--- config.mk ---
export PLATFORM = sky130hd
export DESIGN_NAME = two_tap_error_diffusion_dither_top
export DESIGN_NICKNAME = d
export VERILOG_FILES = /design/src/design/ttdd_pkg.sv /design/src/design/ttdd_line_mem.sv /design/src/design/ttdd_col_ctrl.sv /design/src/design/two_tap_error_diffusion_dither_top.sv
export SDC_FILE = /design/constraint.sdc
export NUM_CORES = 1
export LEC_CHECK = 0
export BUFFER_PORTS_ARGS = -buffer_cell sky130_fd_sc_hd__buf_2
export CAP_MARGIN = 20
export CORE_ASPECT_RATIO = 0.6
export CORE_MARGIN = 10
export CORE_UTILIZATION = 57
export DETAILED_ROUTE_END_ITERATION = 10
export GPL_ROUTABILITY_DRIVEN = 0
export PLACE_DENSITY = 0.76
export RECOVER_POWER = 100
export SETUP_SLACK_MARGIN = 0.05
export SLEW_MARGIN = 20
export SYNTH_ARGS = -nofsm -noshare
export SYNTH_HDL_FRONTEND = slang
export SYNTH_SLANG_ARGS = --single-unit
--- constraint.sdc ---
create_clock -name clk -period 18.6 [get_ports clk]
set_clock_uncertainty 0.1 [all_clocks]
set_input_delay 0 -clock clk [delete_from_list [all_inputs] [get_ports clk]]
set_output_delay 0 -clock clk [all_outputs]
set_load 0.01 [all_outputs]
--- src/design/ttdd_pkg.sv ---
package ttdd_pkg;

  typedef struct packed {
    logic frame_start;
    logic first_row;
    logic last;
  } col_flags_t;

  localparam logic [7:0] WidthReset = 8'd128;
  localparam logic [7:0] WidthMin   = 8'd2;
  localparam logic [9:0] FullScale  = 10'd255;

  function automatic logic [7:0] add_clamp(input logic [7:0] v, input logic [6:0] e);
    logic signed [9:0] s;
    s = $signed({2'b00, v}) + $signed({{3{e[6]}}, e});
    if (s < 0) begin
      return 8'd0;
    end else if (s > $signed(FullScale)) begin
      return 8'd255;
    end else begin
      return s[7:0];
    end
  endfunction

  function automatic logic [6:0] quant_err(input logic [7:0] v);
    logic signed [9:0] d;
    d = $signed({2'b00, v});
    if (v[7]) begin
      d = d - $signed(FullScale);
    end
    d = d >>> 1;
    return d[6:0];
  endfunction

endpackage

--- src/design/ttdd_line_mem.sv ---
module ttdd_line_mem #(
  parameter int DEPTH = 128,
  parameter int AW    = 7
) (
  input  logic          clk,
  input  logic          we,
  input  logic [AW-1:0] waddr,
  input  logic [6:0]    wdata,
  input  logic          re,
  input  logic [AW-1:0] raddr,
  output logic [6:0]    rdata
);

  logic [6:0] mem [DEPTH];

  always_ff @(posedge clk) begin
    if (we) begin
      mem[waddr] <= wdata;
    end
  end

  always_ff @(posedge clk) begin
    if (re) begin
      rdata <= mem[raddr];
    end
  end

endmodule

--- src/design/ttdd_col_ctrl.sv ---
module ttdd_col_ctrl #(
  parameter int MAX_WIDTH = 128,
  parameter int CW        = 7
) (
  input  logic                clk,
  input  logic                rst,
  input  logic                accept,
  input  logic                frame_start,
  input  logic [7:0]          line_width,
  output logic [CW-1:0]       col,
  output ttdd_pkg::col_flags_t flags
);
  import ttdd_pkg::*;

  localparam int MW = (CW > 8) ? CW : 8;

  logic [CW-1:0] column_count;
  logic [CW-1:0] column_count_next;
  logic          first_row;
  logic          first_row_next;
  logic [MW:0]   eff_width;
  logic          fr;
  logic          last;

  always_comb begin
    if (line_width < WidthMin) begin
      eff_width = (MW+1)'(WidthMin);
    end else if (int'(line_width) > MAX_WIDTH) begin
      eff_width = (MW+1)'(MAX_WIDTH);
    end else begin
      eff_width = (MW+1)'(line_width);
    end
    col  = frame_start ? '0 : column_count;
    fr   = frame_start | first_row;
    last = (MW+1)'(col) >= (eff_width - (MW+1)'(1));
    column_count_next = last ? '0 : col + CW'(1);
    first_row_next    = last ? 1'b0 : fr;
    flags.frame_start = frame_start;
    flags.first_row   = fr;
    flags.last        = last;
  end

  always_ff @(posedge clk) begin
    if (rst) begin
      column_count <= '0;
      first_row    <= 1'b1;
    end else if (accept) begin
      column_count <= column_count_next;
      first_row    <= first_row_next;
    end
  end

endmodule

--- src/design/two_tap_error_diffusion_dither_top.sv ---
// channel  | signals                         | handshake
// input    | grey_value, frame_start         | in_valid / in_stall
// output   | pixel_white                     | out_valid / out_stall
// config   | line_width                      | cfg_valid / cfg_ready
// One item per cycle while out_stall is low; each item passes the s1 and output registers.
// The line memory is read when the item is taken and written when it leaves s1,
// with a bypass when the next item reads the entry being written.
// rst is synchronous: line_width returns to 128, column and left error clear.
// The line memory is not cleared; the first row of a frame never uses it.
// in_stall rises only while the output register holds a stalled result.
module two_tap_error_diffusion_dither_top #(
  parameter int MAX_WIDTH = 128
) (
  input  logic       clk,
  input  logic       rst,
  input  logic [7:0] grey_value,
  input  logic       frame_start,
  input  logic       in_valid,
  output logic       in_stall,
  output logic       pixel_white,
  output logic       out_valid,
  input  logic       out_stall,
  input  logic [7:0] line_width,
  input  logic       cfg_valid,
  output logic       cfg_ready
);
  import ttdd_pkg::*;

  localparam int CW = (MAX_WIDTH > 1) ? $clog2(MAX_WIDTH) : 1;

  logic [7:0]    width_reg;
  logic          accept;
  logic [CW-1:0] col_in;
  col_flags_t    flags_in;

  logic          s1_valid;
  logic [7:0]    s1_grey;
  logic [CW-1:0] s1_col;
  col_flags_t    s1_flags;
  logic          fwd_hit;
  logic [6:0]    fwd_data;
  logic [6:0]    mem_rdata;
  logic          s1_adv;

  logic [6:0]    left_error;
  logic [6:0]    left_use;
  logic [6:0]    up_err;
  logic [7:0]    adj_up;
  logic [7:0]    adj;
  logic [6:0]    err;

  assign cfg_ready = 1'b1;

  always_ff @(posedge clk) begin
    if (rst) begin
      width_reg <= WidthReset;
    end else if (cfg_valid && cfg_ready) begin
      width_reg <= line_width;
    end
  end

  assign s1_adv   = s1_valid && (!out_valid || !out_stall);
  assign in_stall = s1_valid && !s1_adv;
  assign accept   = in_valid && !in_stall;

  ttdd_col_ctrl #(
    .MAX_WIDTH (MAX_WIDTH),
    .CW        (CW)
  ) u_col (
    .clk         (clk),
    .rst         (rst),
    .accept      (accept),
    .frame_start (frame_start),
    .line_width  (width_reg),
    .col         (col_in),
    .flags       (flags_in)
  );

  ttdd_line_mem #(
    .DEPTH (MAX_WIDTH),
    .AW    (CW)
  ) u_mem (
    .clk   (clk),
    .we    (s1_adv),
    .waddr (s1_col),
    .wdata (err),
    .re    (accept),
    .raddr (col_in),
    .rdata (mem_rdata)
  );

  always_ff @(posedge clk) begin
    if (rst) begin
      s1_valid <= 1'b0;
    end else if (accept) begin
      s1_valid <= 1'b1;
    end else if (s1_adv) begin
      s1_valid <= 1'b0;
    end
  end

  always_ff @(posedge clk) begin
    if (accept) begin
      s1_grey  <= grey_value;
      s1_col   <= col_in;
      s1_flags <= flags_in;
      fwd_hit  <= s1_adv && (s1_col == col_in);
      fwd_data <= err;
    end
  end

  always_comb begin
    up_err   = fwd_hit ? fwd_data : mem_rdata;
    left_use = s1_flags.frame_start ? 7'd0 : left_error;
    adj_up   = s1_flags.first_row ? s1_grey : add_clamp(s1_grey, up_err);
    adj      = add_clamp(adj_up, left_use);
    err      = quant_err(adj);
  end

  always_ff @(posedge clk) begin
    if (rst) begin
      left_error <= 7'd0;
    end else if (s1_adv) begin
      left_error <= s1_flags.last ? 7'd0 : err;
    end
  end

  always_ff @(posedge clk) begin
    if (rst) begin
      out_valid <= 1'b0;
    end else if (s1_adv) begin
      out_valid <= 1'b1;
    end else if (!out_stall) begin
      out_valid <= 1'b0;
    end
  end

  always_ff @(posedge clk) begin
    if (s1_adv) begin
      pixel_white <= adj[7];
    end
  end

endmodule

==> flow_metrics.py <==
metrics = {
    "route": {
        "drtIter0Drc": 3062,
        "drc": 0,
        "routedWlPerCell_um": 29.6,
        "wirelength_um": 92400,
        "dr.pass1.iters": 6,
        "via_per_inst": 6.72,
        "ant_nets": 0,
        "vias": 21000,
    },
    "die": {
        "ios": 26,
        "die_area_um2": 79600,
        "core_um2": 67900,
        "start_util": 0.575,
        "die-height_um": 223,
        "rows": 74,
        "fp.dieW_um": 358,
    },
    "synth": {
        "synthArstFlopShare": 0,
        "postSynthCellCount": 2075,
        "yosysSeqAreaShare": 0.729,
        "yosysUniqueCellTypes": 63,
        "ys.flop_type": "edfxtp_1",
        "avgSynthCellArea_um2": 18.8,
        "ys_seq_elements": 955,
        "synthesis.area_um2": 39000,
        "synth_fp_nets": 2128,
        "synth_edf_count": 930,
        "yosysWarnings": 0,
    },
    "pwr": {
        "power.density_nw_per_um2": 103,
        "internal-power_mw": 3.46,
        "cellLeakagePower_nw": 13.2,
        "switching_share": 0.221,
        "clkPwrFrac": 0.384,
        "power_frac_comb": 0.056,
        "pwr-share-seq": 0.560,
        "ir_drop_uv": 113,
        "p_sw_uw": 984,
    },
    "critical_path": {
        "cpPeakStageDelay_ns": 2.99,
        "required_ns": 18.35,
        "criticalPathCategory": "flop to flop",
        "reg2reg_to": "u_mem.mem[58][1]",
        "cp.depth": 26,
        "critPathBufInv": 3,
        "worst_setup_path_end_kind": "flop",
        "worstSetupStartpoint": "fwd_hit",
        "reg2reg_from": "fwd_hit",
        "worstPathArrival_ns": 11.22,
        "worst_path_max_delay_cell": "clkbuf_1",
        "crit_end": "u_mem.mem[58][1]",
        "crit_family": "buffers and inverters",
        "reg2reg_slack_ns": 7.13,
        "path_max_fanout": 96,
        "r2r_cells": 26,
        "start_kind": "flop",
    },
    "placement": {
        "placedCellCount": 2924,
        "post_dp_cell_area_um2": 40100,
        "hpwl_um": 57100,
        "port_buffers": 24,
    },
    "run_status": {
        "status": "finished, violations left",
        "failed_checks": "capacitance limit, slew limit",
    },
    "cells_and_area": {
        "fin_area_um2": 43100,
        "final_common_cell": "edfxtp_1",
        "insertedDiodeCount": 0,
        "synthToLayoutAreaGrowth_pct": 10.5,
        "final_layout_size_suffix_gt1_frac": 0.195,
        "layout_common_cells": "edfxtp_1 (930), mux4_2 (245), nor2_1 (161)",
        "largest_register_ff_count": 896,
        "num-nets-final": 2195,
        "final_cells": 3121,
    },
    "sta": {
        "holdWs_ns": 0.0759,
        "setup_violations": 0,
        "max_freq_mhz": 87.2,
        "drv_slew": 1166,
        "finalHoldViolations": 0,
        "tns_ns": 0,
        "rsz0062_at_grt": "no",
        "post-route-period-util": 0.617,
        "min_period_ns": 11.47,
        "slew_headroom": -2.32,
        "tightestPinTransition_ns": 4.97,
    },
    "clocking": {
        "cts_buffer_depth": 3,
        "post_cts_buffers": 0,
        "path_clk_slew_ns": 0.06,
        "cts_tree": "yes",
        "cts.sinks": 955,
        "clk_latency_ns": 0.66,
        "root_buffer": "clkbuf_16",
        "h-tree-depth": 3,
        "cts_buffers": 83,
    },
    "job": {
        "maxCapViolations": 21,
    },
    "global_route": {
        "grt_start_max_net_pins": 115,
        "grt_pass1_vias": 20500,
        "antenna_found_initial": 4,
        "grt_overflow": 0,
        "grt_first_pass_wirelength_um": 138000,
        "grt.total_usage": 0.233,
    },
    "worst_hold_path": {
        "hold_class": "input pin to flop",
    },
}
==> cells in the mapped netlist (all sizes together) (3+ instances only) <==
cell type | number | share of area
a211oi | 3 | 0.00071
a21o | 12 | 0.0023
a21oi | 70 | 0.0090
a221oi | 15 | 0.0034
a22oi | 9 | 0.0017
a31o | 3 | 0.00067
a31oi | 6 | 0.00096
a32o | 3 | 0.00077
and2 | 4 | 0.00064
and3 | 4 | 0.00064
buf | 44 | 0.0058
clkbuf | 81 | 0.0078
clkinv | 3 | 0.00029
dfxtp | 25 | 0.013
edfxtp | 930 | 0.72
ha | 29 | 0.0093
inv | 20 | 0.0019
mux2 | 20 | 0.0058
mux2i | 22 | 0.0056
mux4 | 245 | 0.14
nand2 | 82 | 0.0079
nand2b | 5 | 0.00080
nand3 | 26 | 0.0033
nand3b | 6 | 0.0012
nand4 | 18 | 0.0029
nor2 | 162 | 0.016
nor2b | 19 | 0.0030
nor3 | 13 | 0.0017
nor3b | 4 | 0.00077
nor4 | 3 | 0.00048
o2111ai | 4 | 0.00090
o211ai | 18 | 0.0035
o21a | 20 | 0.0038
o21ai | 56 | 0.0072
o21bai | 3 | 0.00058
o221ai | 15 | 0.0034
o22ai | 3 | 0.00048
o311ai | 4 | 0.00090
o31ai | 10 | 0.0019
or2 | 12 | 0.0019
or3 | 3 | 0.00048
xnor2 | 17 | 0.0038
xor2 | 7 | 0.0016
==> per-stage QoR <==
stage          utilization  worst slack [ns]  total power [mW]
6_report             0.635              7.13              4.44
5_1_grt              0.635              5.91              4.57
4_1_cts              0.637             10.67              4.45
2_1_floorplan            -              3.27              2.69
3_3_place_gp         0.592             11.11              2.74
3_5_place_dp         0.592             10.77              2.76
==> cell type report <==
cell class,count,area [um2]
flip-flops and latches,955,28400
inverters,23,86.3
fillers,4477,24800
multi-input cells,972,10000
clock inverters,47,430
repair buffers,107,743
well taps,912,1140
clock buffers,105,2210
==> worst register-to-register path, cell delays in order, from the launching register on <==
cell	delay (ns)
edfxtp_1	0.52
mux2_2	0.39
ha_1	0.20
inv_1	0.08
fa_1	0.21
nor2b_1	0.06
o21ai_0	0.22
a21oi_1	0.13
o21a_1	0.19
o41ai_1	0.53
nor3b_1	0.14
nor2_1	0.41
a22oi_1	0.23
ha_1	0.32
a21o_1	0.20
and4_1	0.24
o2111a_1	0.30
nor3_1	0.43
nor2_1	0.24
nor2_1	0.21
ha_1	0.38
nor3_1	0.11
a31oi_1	0.20
o22ai_1	0.12
a2111oi_0	0.27
clkbuf_1	1.21
clkbuf_1	2.99
==> power by group through the flow <==
stage / logic, mW / clock network (mW) / registers [mW]
2_1_floorplan: 0.147 / 0 / 2.54
3_3_place_gp: 0.230 / 0 / 2.51
3_5_place_dp: 0.245 / 0 / 2.52
4_1_cts: 0.254 / 1.72 / 2.47
5_1_grt: 0.272 / 1.81 / 2.49
6_report: 0.249 / 1.71 / 2.49
==> cell families (layout without fill, tap and decap cells) <==
kind of cell,after synthesis,after routing,share of synthesized area
xor+xnor,24,24,0.00539
other cells,1,1,0.0000961
mux,287,287,0.153
simple gates,365,365,0.0422
fa+ha+maj,31,31,0.0103
flops,955,955,0.729
buf+inv,148,282,0.0158
compound gates,264,264,0.0446
==> routing by layer <==
metal  vias to the layer above  wire [um]  global-route usage
li1                       8604          -                   -
met1                     10800      37900               0.353
met2                      1374      38700               0.311
met3                       191      13600              0.0978
met4                         6       2130              0.0534
met5                         -         39                   0
==> what timing repair did <==
| action | 4_1_cts | 5_1_grt |
|---|---|---|
| hold buffers | 44 | 0 |
| gates resized for setup | 0 | 0 |
| endpoints found under the hold margin | 32 | 0 |
==> how the worst min path moves through the flow <==
stage | start | end | slack, ns | cells after the start
final | grey_value[1] | s1_grey[1] | 0.08 | 2
after global routing | grey_value[1] | s1_grey[1] | 0.06 | 2
after CTS | grey_value[0] | s1_grey[0] | 0.001 | 2
after detailed placement | grey_value[7] | s1_grey[7] | 0.08 | 1
after global placement | grey_value[7] | s1_grey[7] | 0.08 | 1
after floorplan | frame_start | s1_flags[2] | -0.001 | 0
Power figures use the tool's default switching activity.
